--- src/rtl/core/start_length_end_frame_parser_macros.svh ---
// Assertion macros shared by the frame parser RTL.
// Uses clk and rst_n of the including module; no other dependencies.
`ifndef START_LENGTH_END_FRAME_PARSER_MACROS_SVH
`define START_LENGTH_END_FRAME_PARSER_MACROS_SVH

// same-cycle implication, disabled in reset
`define SLEF_ASSERT_NOW(label, ante, cons) \
    label: assert property (@(posedge clk) disable iff (!rst_n) (ante) |-> (cons)) \
        else $error("slef assertion failed");

// next-cycle implication, disabled in reset
`define SLEF_ASSERT_NEXT(label, ante, cons) \
    label: assert property (@(posedge clk) disable iff (!rst_n) (ante) |=> (cons)) \
        else $error("slef assertion failed");

`endif

--- src/rtl/core/slef_pkg.sv ---
// Package for the start/length/end frame parser: codes, constants, result type.
// No dependencies.
package slef_pkg;

    localparam logic [7:0]  START_MARK      = 8'h0A;
    localparam logic [7:0]  END_MARK        = 8'hA0;
    localparam logic [15:0] MAX_PAYLOAD_RST = 16'd4096;

    localparam int unsigned PADDR_W = 2;
    localparam logic [PADDR_W-1:0] ADDR_MAX_PAYLOAD = '0;

    typedef enum logic [2:0] {
        PH_HUNT    = 3'd0,
        PH_LEN_HI  = 3'd1,
        PH_LEN_LO  = 3'd2,
        PH_PAYLOAD = 3'd3,
        PH_END     = 3'd4
    } phase_t;

    typedef enum logic [1:0] {
        KIND_PAYLOAD = 2'd0,
        KIND_END     = 2'd1,
        KIND_ERROR   = 2'd2
    } kind_t;

    typedef enum logic [1:0] {
        ST_OK        = 2'd0,
        ST_BAD_START = 2'd1,
        ST_TOO_LONG  = 2'd2,
        ST_BAD_END   = 2'd3
    } status_t;

    typedef struct packed {
        kind_t       kind;
        logic [7:0]  payload_byte;
        logic        last_payload;
        status_t     status;
        logic [15:0] frame_length;
    } slef_res_t;

endpackage

--- src/rtl/core/start_length_end_frame_parser.sv ---
// Start/length/end frame parser: link bytes in, payload / frame-end / error results out.
// Depends on slef_pkg, slef_cfg, slef_parse, slef_out.
//
// Input channel: link_byte with in_valid / in_stall; one byte accepted per request.
// Frame format: 0x0A, 16-bit big-endian length, payload bytes, 0xA0.
// Output channel: kind, payload_byte, last_payload, status, frame_length with
// out_valid / out_stall. Each byte yields zero or one result: start and length
// bytes yield none unless in error.
// Throughput: one byte per cycle, sustained, when the receiver does not stall.
// Path: each accepted byte is held in the input register; its result is then held
// in the result register until it is taken.
// Stall: a result waits in the output register; one more byte is taken into
// the input register, and then in_stall rises until the result is taken.
// Bytes that give no result pass through even while the output is stalled.
// Config: max_payload at address 0, reset 4096; write only when the parser is idle.
// Reset: asynchronous, active low; parser hunts for a start byte, nothing pending.
module start_length_end_frame_parser (
    input  logic                           clk,
    input  logic                           rst_n,
    input  logic                           psel,
    input  logic                           penable,
    input  logic                           pwrite,
    input  logic [slef_pkg::PADDR_W-1:0]   paddr,
    input  logic [31:0]                    pwdata,
    output logic [31:0]                    prdata,
    output logic                           pready,
    input  logic                           in_valid,
    output logic                           in_stall,
    input  logic [7:0]                     link_byte,
    output logic                           out_valid,
    input  logic                           out_stall,
    output logic [1:0]                     kind,
    output logic [7:0]                     payload_byte,
    output logic                           last_payload,
    output logic [1:0]                     status,
    output logic [15:0]                    frame_length
);
    import slef_pkg::*;

    logic [15:0] max_payload;
    logic        out_free;
    logic        res_load;
    slef_res_t   res;
    slef_res_t   out_res;

    slef_cfg u_cfg (
        .clk         (clk),
        .rst_n       (rst_n),
        .psel        (psel),
        .penable     (penable),
        .pwrite      (pwrite),
        .paddr       (paddr),
        .pwdata      (pwdata),
        .prdata      (prdata),
        .pready      (pready),
        .max_payload (max_payload)
    );

    slef_parse u_parse (
        .clk         (clk),
        .rst_n       (rst_n),
        .in_valid    (in_valid),
        .in_stall    (in_stall),
        .link_byte   (link_byte),
        .max_payload (max_payload),
        .out_free    (out_free),
        .res_load    (res_load),
        .res         (res)
    );

    slef_out u_out (
        .clk       (clk),
        .rst_n     (rst_n),
        .res_load  (res_load),
        .res       (res),
        .out_free  (out_free),
        .out_valid (out_valid),
        .out_stall (out_stall),
        .out_res   (out_res)
    );

    assign kind         = out_res.kind;
    assign payload_byte = out_res.payload_byte;
    assign last_payload = out_res.last_payload;
    assign status       = out_res.status;
    assign frame_length = out_res.frame_length;

endmodule

--- src/rtl/core/slef_cfg.sv ---
// APB-style configuration register block: holds max_payload.
// Depends on slef_pkg.
module slef_cfg (
    input  logic                           clk,
    input  logic                           rst_n,
    input  logic                           psel,
    input  logic                           penable,
    input  logic                           pwrite,
    input  logic [slef_pkg::PADDR_W-1:0]   paddr,
    input  logic [31:0]                    pwdata,
    output logic [31:0]                    prdata,
    output logic                           pready,
    output logic [15:0]                    max_payload
);
    import slef_pkg::*;

    logic [15:0] max_payload_reg;
    logic [15:0] max_payload_next;
    logic        wr_en;

    assign pready = 1'b1;
    assign wr_en  = psel && penable && pwrite && (paddr == ADDR_MAX_PAYLOAD);

    always_comb
    begin
        max_payload_next = max_payload_reg;
        if (wr_en)
        begin
            max_payload_next = pwdata[15:0];
        end
    end

    always_ff @(posedge clk or negedge rst_n)
    begin
        if (!rst_n)
        begin
            max_payload_reg <= MAX_PAYLOAD_RST;
        end
        else
        begin
            max_payload_reg <= max_payload_next;
        end
    end

    always_comb
    begin
        prdata = '0;
        if (paddr == ADDR_MAX_PAYLOAD)
        begin
            prdata = {16'd0, max_payload_reg};
        end
    end

    assign max_payload = max_payload_reg;

endmodule

--- src/rtl/core/slef_parse.sv ---
// Input register and frame state machine; forms one result per byte at most.
// Depends on slef_pkg and the assertion macro header.
`include "start_length_end_frame_parser_macros.svh"

module slef_parse (
    input  logic                clk,
    input  logic                rst_n,
    input  logic                in_valid,
    output logic                in_stall,
    input  logic [7:0]          link_byte,
    input  logic [15:0]         max_payload,
    input  logic                out_free,
    output logic                res_load,
    output slef_pkg::slef_res_t res
);
    import slef_pkg::*;

    logic        in_vld_reg;
    logic        in_vld_next;
    logic [7:0]  byte_reg;
    phase_t      phase_reg;
    phase_t      phase_next;
    logic [15:0] length_reg;
    logic [15:0] length_next;
    logic [15:0] remaining_reg;
    logic [15:0] remaining_next;
    logic        produce;
    logic        adv;
    logic        accept;
    logic [15:0] full_len;

    assign full_len = {length_reg[15:8], byte_reg};

    // next state and result for the byte held in the input register
    always_comb
    begin
        phase_next     = phase_reg;
        length_next    = length_reg;
        remaining_next = remaining_reg;
        produce        = 1'b0;
        res            = '{kind: KIND_ERROR, payload_byte: 8'd0, last_payload: 1'b0,
                           status: ST_OK, frame_length: length_reg};
        case (phase_reg)
            PH_LEN_HI:
            begin
                length_next = {byte_reg, 8'd0};
                phase_next  = PH_LEN_LO;
            end
            PH_LEN_LO:
            begin
                length_next = full_len;
                if (full_len > max_payload)
                begin
                    phase_next       = PH_HUNT;
                    produce          = 1'b1;
                    res.status       = ST_TOO_LONG;
                    res.frame_length = full_len;
                end
                else
                begin
                    remaining_next = full_len;
                    phase_next     = (full_len == 16'd0) ? PH_END : PH_PAYLOAD;
                end
            end
            PH_PAYLOAD:
            begin
                produce          = 1'b1;
                res.kind         = KIND_PAYLOAD;
                res.payload_byte = byte_reg;
                res.last_payload = (remaining_reg <= 16'd1);
                if (remaining_reg <= 16'd1)
                begin
                    remaining_next = 16'd0;
                    phase_next     = PH_END;
                end
                else
                begin
                    remaining_next = remaining_reg - 16'd1;
                end
            end
            PH_END:
            begin
                phase_next = PH_HUNT;
                produce    = 1'b1;
                if (byte_reg == END_MARK)
                begin
                    res.kind = KIND_END;
                end
                else
                begin
                    res.status = ST_BAD_END;
                end
            end
            default:
            begin
                // hunting; unused codes behave the same
                phase_next = PH_HUNT;
                if (byte_reg == START_MARK)
                begin
                    length_next    = 16'd0;
                    remaining_next = 16'd0;
                    phase_next     = PH_LEN_HI;
                end
                else
                begin
                    produce          = 1'b1;
                    res.status       = ST_BAD_START;
                    res.frame_length = 16'd0;
                end
            end
        endcase
    end

    // a byte that yields no result never waits on the output side
    assign adv      = in_vld_reg && (!produce || out_free);
    assign res_load = adv && produce;
    assign in_stall = in_vld_reg && !adv;
    assign accept   = in_valid && !in_stall;

    always_comb
    begin
        in_vld_next = in_vld_reg;
        if (accept)
        begin
            in_vld_next = 1'b1;
        end
        else if (adv)
        begin
            in_vld_next = 1'b0;
        end
    end

    always_ff @(posedge clk or negedge rst_n)
    begin
        if (!rst_n)
        begin
            in_vld_reg    <= 1'b0;
            phase_reg     <= PH_HUNT;
            length_reg    <= 16'd0;
            remaining_reg <= 16'd0;
        end
        else
        begin
            in_vld_reg <= in_vld_next;
            if (adv)
            begin
                phase_reg     <= phase_next;
                length_reg    <= length_next;
                remaining_reg <= remaining_next;
            end
        end
    end

    always_ff @(posedge clk)
    begin
        if (accept)
        begin
            byte_reg <= link_byte;
        end
    end

    `SLEF_ASSERT_NOW(a_payload_count_nonzero, phase_reg == PH_PAYLOAD, remaining_reg != 16'd0)
    `SLEF_ASSERT_NOW(a_payload_count_bound, phase_reg == PH_PAYLOAD, remaining_reg <= length_reg)
    `SLEF_ASSERT_NEXT(a_last_goes_to_end,
        adv && phase_reg == PH_PAYLOAD && remaining_reg <= 16'd1, phase_reg == PH_END)
    `SLEF_ASSERT_NOW(a_stall_only_when_held, in_stall, in_vld_reg && produce && !out_free)

endmodule

--- src/rtl/core/slef_out.sv ---
// Output register for parser results, held while the receiver stalls.
// Depends on slef_pkg.
module slef_out (
    input  logic                clk,
    input  logic                rst_n,
    input  logic                res_load,
    input  slef_pkg::slef_res_t res,
    output logic                out_free,
    output logic                out_valid,
    input  logic                out_stall,
    output slef_pkg::slef_res_t out_res
);
    import slef_pkg::*;

    logic      out_vld_reg;
    logic      out_vld_next;
    slef_res_t res_reg;

    assign out_free = !out_vld_reg || !out_stall;

    always_comb
    begin
        out_vld_next = out_vld_reg;
        if (res_load)
        begin
            out_vld_next = 1'b1;
        end
        else if (!out_stall)
        begin
            out_vld_next = 1'b0;
        end
    end

    always_ff @(posedge clk or negedge rst_n)
    begin
        if (!rst_n)
        begin
            out_vld_reg <= 1'b0;
        end
        else
        begin
            out_vld_reg <= out_vld_next;
        end
    end

    always_ff @(posedge clk)
    begin
        if (res_load)
        begin
            res_reg <= res;
        end
    end

    assign out_valid = out_vld_reg;
    assign out_res   = res_reg;

endmodule
--- config.mk ---
export PLATFORM = sky130hd
export DESIGN_NAME = start_length_end_frame_parser
export DESIGN_NICKNAME = d
export VERILOG_FILES = /design/src/rtl/core/slef_pkg.sv /design/src/rtl/core/start_length_end_frame_parser.sv /design/src/rtl/core/slef_cfg.sv /design/src/rtl/core/slef_parse.sv /design/src/rtl/core/slef_out.sv
export VERILOG_INCLUDE_DIRS = /design/src /design/src/rtl/core
export SDC_FILE = /design/constraint.sdc
export NUM_CORES = 1
export LEC_CHECK = 0
export ABC_AREA = 0
export BUFFER_PORTS_ARGS = -buffer_cell sky130_fd_sc_hd__buf_2
export CAP_MARGIN = 40
export CELL_PAD_IN_SITES_DETAIL_PLACEMENT = 2
export CELL_PAD_IN_SITES_GLOBAL_PLACEMENT = 2
export CORE_ASPECT_RATIO = 0.75
export CORE_UTILIZATION = 31
export CTS_BUF_LIST = sky130_fd_sc_hd__clkbuf_8
export CTS_CLUSTER_SIZE = 25
export DETAILED_ROUTE_END_ITERATION = 12
export PLACE_DENSITY = 0.77
export SLEW_MARGIN = 20
export SYNTH_ARGS = -nofsm -noshare
export SYNTH_HDL_FRONTEND = slang
export SYNTH_SLANG_ARGS = --single-unit
--- constraint.sdc ---
create_clock -name clk -period 9.16 [get_ports clk]
set_input_delay 0.458 -clock clk [delete_from_list [all_inputs] [get_ports clk]]
set_output_delay 0.458 -clock clk [all_outputs]
set_load 0.02 [all_outputs]
======== Word-level counts from Yosys, hierarchy flattened ========
Cells that the tools add are included.
word-level totals
  input port bits ......................... 49
  register bits ........................... 90
  output and inout port bits .............. 64
  word-level logic and storage cells ...... 81
cells by class
  multiplexer cells ....................... 25
  reductions and logical operators ........ 28
  eq/ne operators ......................... 9
  bitwise gates (word level) .............. 3
  add/subtract/negate cells ............... 1
  magnitude comparators ................... 2
operators by type and width
  cell                                                                                number
  16-bit case mux with 3 select lines                                                 2
  16-bit two-way mux                                                                  4
  16-bit case mux with 2 select lines                                                 1
  18-bit two-way mux                                                                  1
  17-bit two-way mux                                                                  1
  16-bit > comparator                                                                 1
  16-bit by 1-bit less-or-equal comparator with 1-bit output (second input constant)  1
  16-bit zero test                                                                    1
  16-bit by 1-bit subtractor with 16-bit output (second input constant)               1
  3-bit case mux with 4 select lines                                                  1
  3-bit two-way mux                                                                   3
  8-bit by 4-bit == test with 1-bit output (second input constant)                    1
  8-bit == test (second input constant)                                               1
  4-bit AND reduction                                                                 2
  1-bit logical AND                                                                   7
  1-bit two-way mux                                                                   7
  3-bit by 2-bit == test with 1-bit output (second input constant)                    2
  2-bit case mux with 3 select lines                                                  1
  3-bit nonzero test                                                                  2
  2-bit OR reduction                                                                  3
  1-bit zero test                                                                     5
  2-bit two-way mux                                                                   2
  2-bit by 1-bit inequality test with 1-bit output (second input constant)            2
  2-bit case mux with 2 select lines                                                  1
  11 further kinds                                                                    15

======== Depth between registers and ports, before layout ========
Gate-level depths: netlist (run 1).
  depth in word-level cells ............... 11
  mapped depth ............................ 10
  mapped depth without buffers ............ 9

======== Modules after synthesis ========
Synthesis (run 1) repeated with hierarchy kept, for this count alone.
second synthesis, totals
  cells, all modules ...................... 454
  area total of the unflattened synthesis .. 4798.4 sq um
modules (own cells, without submodules)
  module      sequential area each (sq um)  cells each  times used  area an instance (sq um)
  slef_parse  1141.1                        350         1           2979.1
  slef_cfg    401.6                         72          1           912.1
  slef_out    895.9                         32          1           907.1

======== Worst setup path after synthesis (run 1) ========
No wires, ideal clock.
  path type ............................... reg2reg
  start point ............................. reg u_cfg.max_payload_reg[12] (netlist: u_cfg.max_payload[12])
  end point ............................... reg u_out.res_reg, in the netlist u_out.out_res[0], enable pin
  slack ................................... 5.544 ns
  cell stages (with the launch flop) ...... 9
  clock period less this slack ............ 3.616 ns
  setup time .............................. 0.415 ns
  data arrival time ....................... 3.201 ns
  required time ........................... 8.745 ns
  path buffers ............................ 0
  cell sequence ........................... dfstp_2 > inv_1 > ha_1 > nand4_1 > or2_1 > o311a_1 > nor2_2 > nor2_1 > nor2_1
between the ends
  cells in the longest elaborated chain, start to end .. 7
RTL lines
  item                                    RTL line                             source
  start, declared                         slef_cfg.sv:17                       logic [15:0] max_payload_reg;
  start signal, assigned                  slef_cfg.sv:41                       max_payload_reg <= max_payload_next;
  16-bit > comparator (*)                 slef_parse.sv:52                     if (full_len > max_payload)
  1-bit two-way mux (*)                   slef_parse.sv:52
  1-bit case mux with 3 select lines (*)  slef_parse.sv:43                     case (phase_reg)
  1-bit zero test                         slef_parse.sv:115                    assign adv = in_vld_reg && (!produce || out_free);
  1-bit logical OR                        slef_parse.sv:115
  1-bit logical AND                       slef_parse.sv:115
  1-bit logical AND (*)                   slef_parse.sv:116                    assign res_load = adv && produce;
  net res_load                            start_length_end_frame_parser.sv:42  logic res_load;
  end signal, assigned                    slef_out.sv:50                       res_reg <= res;
  end, declared                           slef_out.sv:17                       slef_res_t res_reg;
Mark *: on every way through the listed nets, which the timed path passes. The rest lies on a longest branch.
A chain may end at the register's enable or synchronous reset.

======== Worst setup path after layout (run 1) ========
  start point ............................. reg u_cfg.max_payload_reg[12] (netlist: u_cfg.max_payload[12])
  end point ............................... reg u_out.res_reg, in the netlist u_out.out_res[7], enable pin
The elaborated chain is that of the path after synthesis.

==> impl_metrics.json, run 1 <==
{
  "synth_common_cells": "o21ai_0 (56), dfrtp_1 (52), nand2_1 (50)",
  "layout-drive-gt1-share_pct": 22.1,
  "synth_seq_area_share_pct": 51.6,
  "slew-limit-headroom_pct": 46.5,
  "synth_ff_type": "dfrtp_1",
  "htreeDepth": 3,
  "cp-start-kind": "register",
  "die_height_um": 109,
  "fillCellCount": 1611,
  "slew_violations": 0,
  "synthAdderAreaFrac_pct": 4.76,
  "path_max_fanout": 18,
  "setup_tns_ns": 0,
  "status": "finished, final reports clean",
  "cts_hold_buffers": 0,
  "slowest_stage": "nor2_2",
  "path_clk_slew_ns": 0.10,
  "period_needed_ns": 4.12,
  "cp_cell_sequence": "inv_1 -> ha_1 -> nand4_1 -> nor4_4 -> o21ai_1 -> o311a_1 -> nor2_2 -> nor2_1 -> nor2_2 -> buf_4",
  "netlist_top_cells_area": "dfrtp_1 (28%), edfxtp_1 (23%), o21ai_0 (5.9%)",
  "overflow": 0,
  "critical-path-top-delay-family": "simple AND/OR/NAND/NOR gates",
  "p_leak_nw": 2.44,
  "worst_setup_path_end_kind": "register",
  "criticalPathCategory": "reg -> reg",
  "cp_data_required_time_ns": 9.23,
  "cpPeakStageDelay_ns": 0.66,
  "avgSynthCellArea_um2": 9.89,
  "powerDensity_nw_per_um2": 275,
  "dpl.hpwl_um": 11300,
  "drt-initial-drc-count": 211,
  "antenna_found_initial": 0,
  "crit_top_cell": "nor2_2",
  "synth_top_family_by_area": "simple AND/OR/NAND/NOR gates",
  "gp_congestion": 0.817,
  "root_buffer": "clkbuf_8",
  "skew_ns": 0.0159,
  "grt_usage_pct": 20.8,
  "firstDrtPassIters": 4,
  "cts.path.max_buffers": 2,
  "io_buffers": 79,
  "area_growth_pct": 16.1,
  "synth.top_cell.area_share_pct": 27.5,
  "multiInputGateArea_um2": 2040,
  "die_area_um2": 15800,
  "crit_arrival_ns": 4.20,
  "synth_xor_area_share_pct": 0.185,
  "worst_pin_slew_ns": 0.795,
  "worstHoldPathType": "in -> async",
  "timing.hold.ws_ns": 0.228,
  "synth_seq_cells": 90,
  "yosysMostFrequentCell": "o21ai_0",
  "grt_pass1_vias": 4320,
  "clk_latency_ns": 0.38,
  "design_area_um2": 5490,
  "cts_resized": 0,
  "cts_made_buffers": 9,
  "cts_setup_buffers": 0,
  "routed_via_density": 5.22,
  "hold_viol": 0,
  "largest_reg_flops": 29,
  "regArea_um2": 2440,
  "finalSetupViolations": 0,
  "initial_utilization_pct": 32.2,
  "cts_tree": "done",
  "ys_types": 54,
  "grt_max_degree": 54,
  "drcViolationCount": 0,
  "grt_pass1_wl_um": 24300,
  "nets": 619,
  "syn_area_um2": 4730,
  "postPlaceCellArea_um2": 5280,
  "core_um2": 14700,
  "finalCritPeriodShare_pct": 45.0,
  "synth_compound_area_share_pct": 16.4,
  "n_antenna_cell": 0,
  "synthMuxAreaShare_pct": 2.38,
  "num_vias": 3954,
  "wirelength_um": 15200,
  "yosys.area_share.simple_pct": 18.0,
  "vdd_ir_drop_max_v": 0.0000764,
  "cap_violations": 0,
  "die_x_um": 145,
  "rows": 38,
  "synthArstFlopShare_pct": 58.9,
  "rsz0062_at_grt": "no",
  "synth-edff-count": 37,
  "wl_per_cell_um": 20.1,
  "cts_num_sinks": 90,
  "pin_count": 113,
  "syn_inst": 478,
  "synth_warnings": 0,
  "cp_num_buf_inv": 2,
  "synth_largest_area_cell": "dfrtp_1",
  "drtAntennaViolNets": 0,
  "max_freq_mhz": 243
}
placed cells by master (no fill, tap or decap), drive strengths merged, types with 3 or more instances in the layout:
master    count
a21o          4
a21oi        23
a22o          8
a31oi         6
a32oi         7
and2         12
and3         16
buf          87
clkbuf       10
clkinvlp      3
conb         17
dfrtp        52
edfxtp       37
ha           18
inv          26
mux2         10
nand2        50
nand4         5
nor2         38
nor3         26
nor4          9
o21ai        60
or4           3
path summary, 6_finish.rpt:
path | startpoint | end | slack, ns | cells past startpoint
worst max-delay path | u_cfg.max_payload[12]$_DFFE_PN1P_ | u_out.out_res[7]$_DFFE_PP_ | 5.04 | 10
worst min-delay path | rst_n | u_cfg.max_payload[14]$_DFFE_PN0P_ | 0.23 | 2
worst max register to register | u_cfg.max_payload[12]$_DFFE_PN1P_ | u_out.out_res[7]$_DFFE_PP_ | 5.04 | 10
worst min register to register | u_parse.length_reg[4]$_DFFE_PN0P_ | u_parse.length_reg[4]$_DFFE_PN0P_ | 0.52 | 1
max in group asynchronous | rst_n | u_parse.phase_reg[0]$_DFFE_PN0P_ | 8.44 | 2
min in group clk | link_byte[0] | u_parse.byte_reg[0]$_DFFE_PP_ | 0.25 | 1
final cells by class:
type | count | share of cell area, %
sequential | 90 | 44.4
tap | 200 | 4.56
clock inverter | 6 | 1.18
multi-input combinational | 340 | 37.2
timing repair buffer | 87 | 8.50
clock buffer | 10 | 2.51
inverter | 24 | 1.64
through the flow:
stage | setup WS, ns | instances | utilization (%) | power (mW)
floorplan | 5.54 | 493 | - | 0.999
global placement | 5.24 | 736 | 35.7 | 1.17
detailed placement | 5.04 | 740 | 36.0 | 1.22
CTS | 5.01 | 756 | 37.3 | 1.52
global route | 4.77 | 757 | 37.4 | 1.61
finish | 5.04 | 757 | 37.4 | 1.51
report_power, final:
| part | internal (mW) | total, mW | leakage (nW) | switching [mW] |
|---|---|---|---|---|
| registers | 0.538 | 0.636 | 1.04 | 0.0984 |
| clock network | 0.134 | 0.292 | 0.0963 | 0.159 |
| logic | 0.190 | 0.580 | 1.30 | 0.390 |
| total | 0.861 | 1.51 | 2.44 | 0.648 |
kinds of logic (layout without fill, tap and decap cells):
group / Yosys count / count (layout)
other: 2 / 17
AO/OA/AOI/OAI: 124 / 124
AND/OR/NAND/NOR: 170 / 170
XOR/XNOR: 1 / 1
multiplexers: 10 / 10
flip-flops: 90 / 90
buffers and inverters: 63 / 127
adder cells (fa/ha/maj): 18 / 18
routing by layer:
metal | wire length [um] | share of wire, % | vias up | track usage (%)
li1 | - | - | 1834 | -
met1 | 7120 | 47 | 2022 | 27.7
met2 | 7390 | 49 | 86 | 34.8
met3 | 567 | 3.7 | 12 | 4.13
met4 | 134 | 0.88 | 0 | 4.81
met5 | 0 | 0 | - | 0
Power figures use the tool's default switching activity.
==> run 2, diff against run 1 <==
- PLACE_DENSITY: 0.77 -> 0.8
- clock period: 9.16 -> 3.6 ns (I/O delays scaled with it)
==> run 2 against run 1 <==
  * Via count is 3.8% higher
  * Sequential power grew to 2.5 times the previous value
  * Sequential share of layout area fell by 1.6 points
  * Setup slack worse by 4.6 ns
  * First-iteration DRC count shrank 0.47%
  * Non-clock buffer count up 15
  * Largest power group unchanged
  * Critical endpoint is now in_stall
  * Critical path type is now reg -> out
  * Clock skew shrank 0.0037 ns
  * Global-route usage barely moved
  * Hold slack got worse by 0.21 ns
==> impl_metrics.json, run 2 (synthesis gave the netlist of run 1 again) <==
{
  "status": "finished, final reports clean",
  "mostFrequentLayoutCell": "buf_2",
  "root_buffer": "clkbuf_8",
  "drcViolationCount": 0,
  "largest_reg_flops": 29,
  "powerDensity_nw_per_um2": 699,
  "cts_tree": "done",
  "criticalPathCategory": "reg -> out",
  "cts_resized": 0,
  "dpl.hpwl_um": 11100,
  "reg2reg_slack_ns": 0.54,
  "routed_via_density": 5.32,
  "holdPathStages": 3,
  "p_leak_nw": 2.54,
  "finalSetupViolations": 0,
  "num_vias": 4105,
  "hp-start": "pwdata[10]",
  "drt-initial-drc-count": 210,
  "wirelength_um": 15200,
  "worstHoldPathType": "in -> reg",
  "wl_per_cell_um": 19.8,
  "skew_ns": 0.0122,
  "worst_pin_slew_ns": 0.745,
  "io_buffers": 79,
  "nets": 634,
  "core_um2": 14700,
  "cpPeakStageDelay_ns": 0.53,
  "cp_cell_sequence": "inv_1 -> ha_1 -> nand4_1 -> nor4_4 -> o21ai_1 -> o311a_1 -> nor2_2 -> o211a_1 -> buf_2",
  "crit_arrival_ns": 3.01,
  "die_area_um2": 15800,
  "grt_usage_pct": 20.9,
  "layout-drive-gt1-share_pct": 21.9,
  "cts_made_buffers": 9,
  "rsz0062_at_grt": "no",
  "slew-limit-headroom_pct": 49.9,
  "firstDrtPassIters": 4,
  "crit-reg2reg-capture": "u_out.out_res[17]$_DFFE_PP_",
  "clk_latency_ns": 0.37,
  "met2_usage_pct": 35.5,
  "slowest_stage": "dfstp_2",
  "area_growth_pct": 20.4,
  "period_needed_ns": 3.19,
  "die_x_um": 145,
  "grt_pass1_wl_um": 24600,
  "overflow": 0,
  "max_freq_mhz": 314,
  "drtAntennaViolNets": 0,
  "layout_common_cells": "buf_2 (79), o21ai_0 (56), dfrtp_1 (52)",
  "grt-busiest-layer": "met2",
  "path_clk_slew_ns": 0.09,
  "fillCellCount": 1605,
  "finalCritPeriodShare_pct": 88.5,
  "setup_tns_ns": 0,
  "postPlaceCellArea_um2": 5310,
  "path_max_fanout": 6,
  "antenna_found_initial": 0,
  "rows": 38,
  "rr_worst_depth": 10,
  "cts_num_sinks": 90,
  "grt_pass1_vias": 4448,
  "grt_max_degree": 33,
  "worst_setup_path_end_kind": "primary output",
  "cp_data_required_time_ns": 3.42,
  "die_height_um": 109,
  "n_antenna_cell": 0,
  "pin_count": 113,
  "slew_violations": 0,
  "htreeDepth": 3,
  "design_area_um2": 5690,
  "worst_r2r_startpoint": "u_cfg.max_payload[12]$_DFFE_PN1P_",
  "cts_setup_buffers": 0,
  "cp-start-kind": "register",
  "cts.path.max_buffers": 2,
  "grt_use_met3_pct": 3.65,
  "use_met1_pct": 28.0,
  "cap_violations": 0,
  "initial_utilization_pct": 32.2,
  "gp_congestion": 0.821,
  "vdd_ir_drop_max_v": 0.000260,
  "hold_viol": 0,
  "cts_hold_buffers": 11,
  "hold_end": "u_cfg.max_payload[10]$_DFFE_PN0P_"
}
[run 2: how the worst max path moves through the flow]
stage | startpoint | end | slack [ns] | depth (start not counted)
global route | u_parse.length_reg[15]$_DFFE_PN0P_ | in_stall | 0.21 | 8
CTS | u_cfg.max_payload[12]$_DFFE_PN1P_ | in_stall | 0.35 | 9
detailed placement | u_cfg.max_payload[12]$_DFFE_PN1P_ | u_parse.length_reg[0]$_DFFE_PN0P_ | 0.54 | 9
finish | u_cfg.max_payload[12]$_DFFE_PN1P_ | in_stall | 0.41 | 9
global placement | u_cfg.max_payload[12]$_DFFE_PN1P_ | u_out.out_res[24]$_SDFFCE_PN0P_ | 0.65 | 10
floorplan | u_cfg.max_payload[12]$_DFFE_PN1P_ | u_out.out_res[0]$_DFFE_PP_ | 0.45 | 8
[run 2: area by class of cell]
cell class / instances / area, um2 / area share (%)
Clock buffer: 9 / 124 / 2.18
Timing Repair Buffer: 102 / 616 / 10.8
Inverter: 24 / 90.1 / 1.58
Tap cell: 200 / 250 / 4.39
Sequential cell: 90 / 2440 / 42.8
Multi-Input combinational cell: 340 / 2040 / 35.8
Clock inverter: 7 / 135 / 2.37
[run 2: power by group]
group          leakage, nW  internal (mW)  total (mW)  switching [mW]
logic                 1.37          0.499        1.46           0.957
clock network        0.132          0.527       0.909           0.383
registers             1.04           1.37        1.61           0.246
total                 2.54           2.39        3.98            1.59
[run 2: metrics by stage]
step / power (mW) / hold slack (ns) / instances / setup slack, ns / utilization, %
3_5_place_dp: 3.08 / 0.270 / 744 / 0.543 / 36.1
2_1_floorplan: 2.54 / -0.116 / 493 / 0.452 / -
3_3_place_gp: 2.96 / 0.254 / 743 / 0.645 / 36.1
4_1_cts: 4.02 / 0.00265 / 771 / 0.354 / 38.7
6_report: 3.98 / 0.0164 / 772 / 0.414 / 38.8
5_1_grt: 4.24 / 0.0221 / 772 / 0.213 / 38.8
[run 2: metal layers]
| layer | part of all wire [%] | up-vias | routed length [um] |
|---|---|---|---|
| li1 | - | 1873 | - |
| met1 | 44 | 2117 | 6750 |
| met2 | 50 | 108 | 7610 |
| met3 | 5.2 | 7 | 795 |
| met4 | 0.57 | 0 | 87 |
| met5 | 0 | - | 0 |
[run 2: critical path, delay by kind of cell, from the launching register on]
family                   cells  cell delay [ns]
AO/OA/AOI/OAI                3             0.63
flip-flops                   1             0.53
AND/OR/NAND/NOR              3             0.95
adder cells (fa/ha/maj)      1             0.28
buffers and inverters        2             0.24
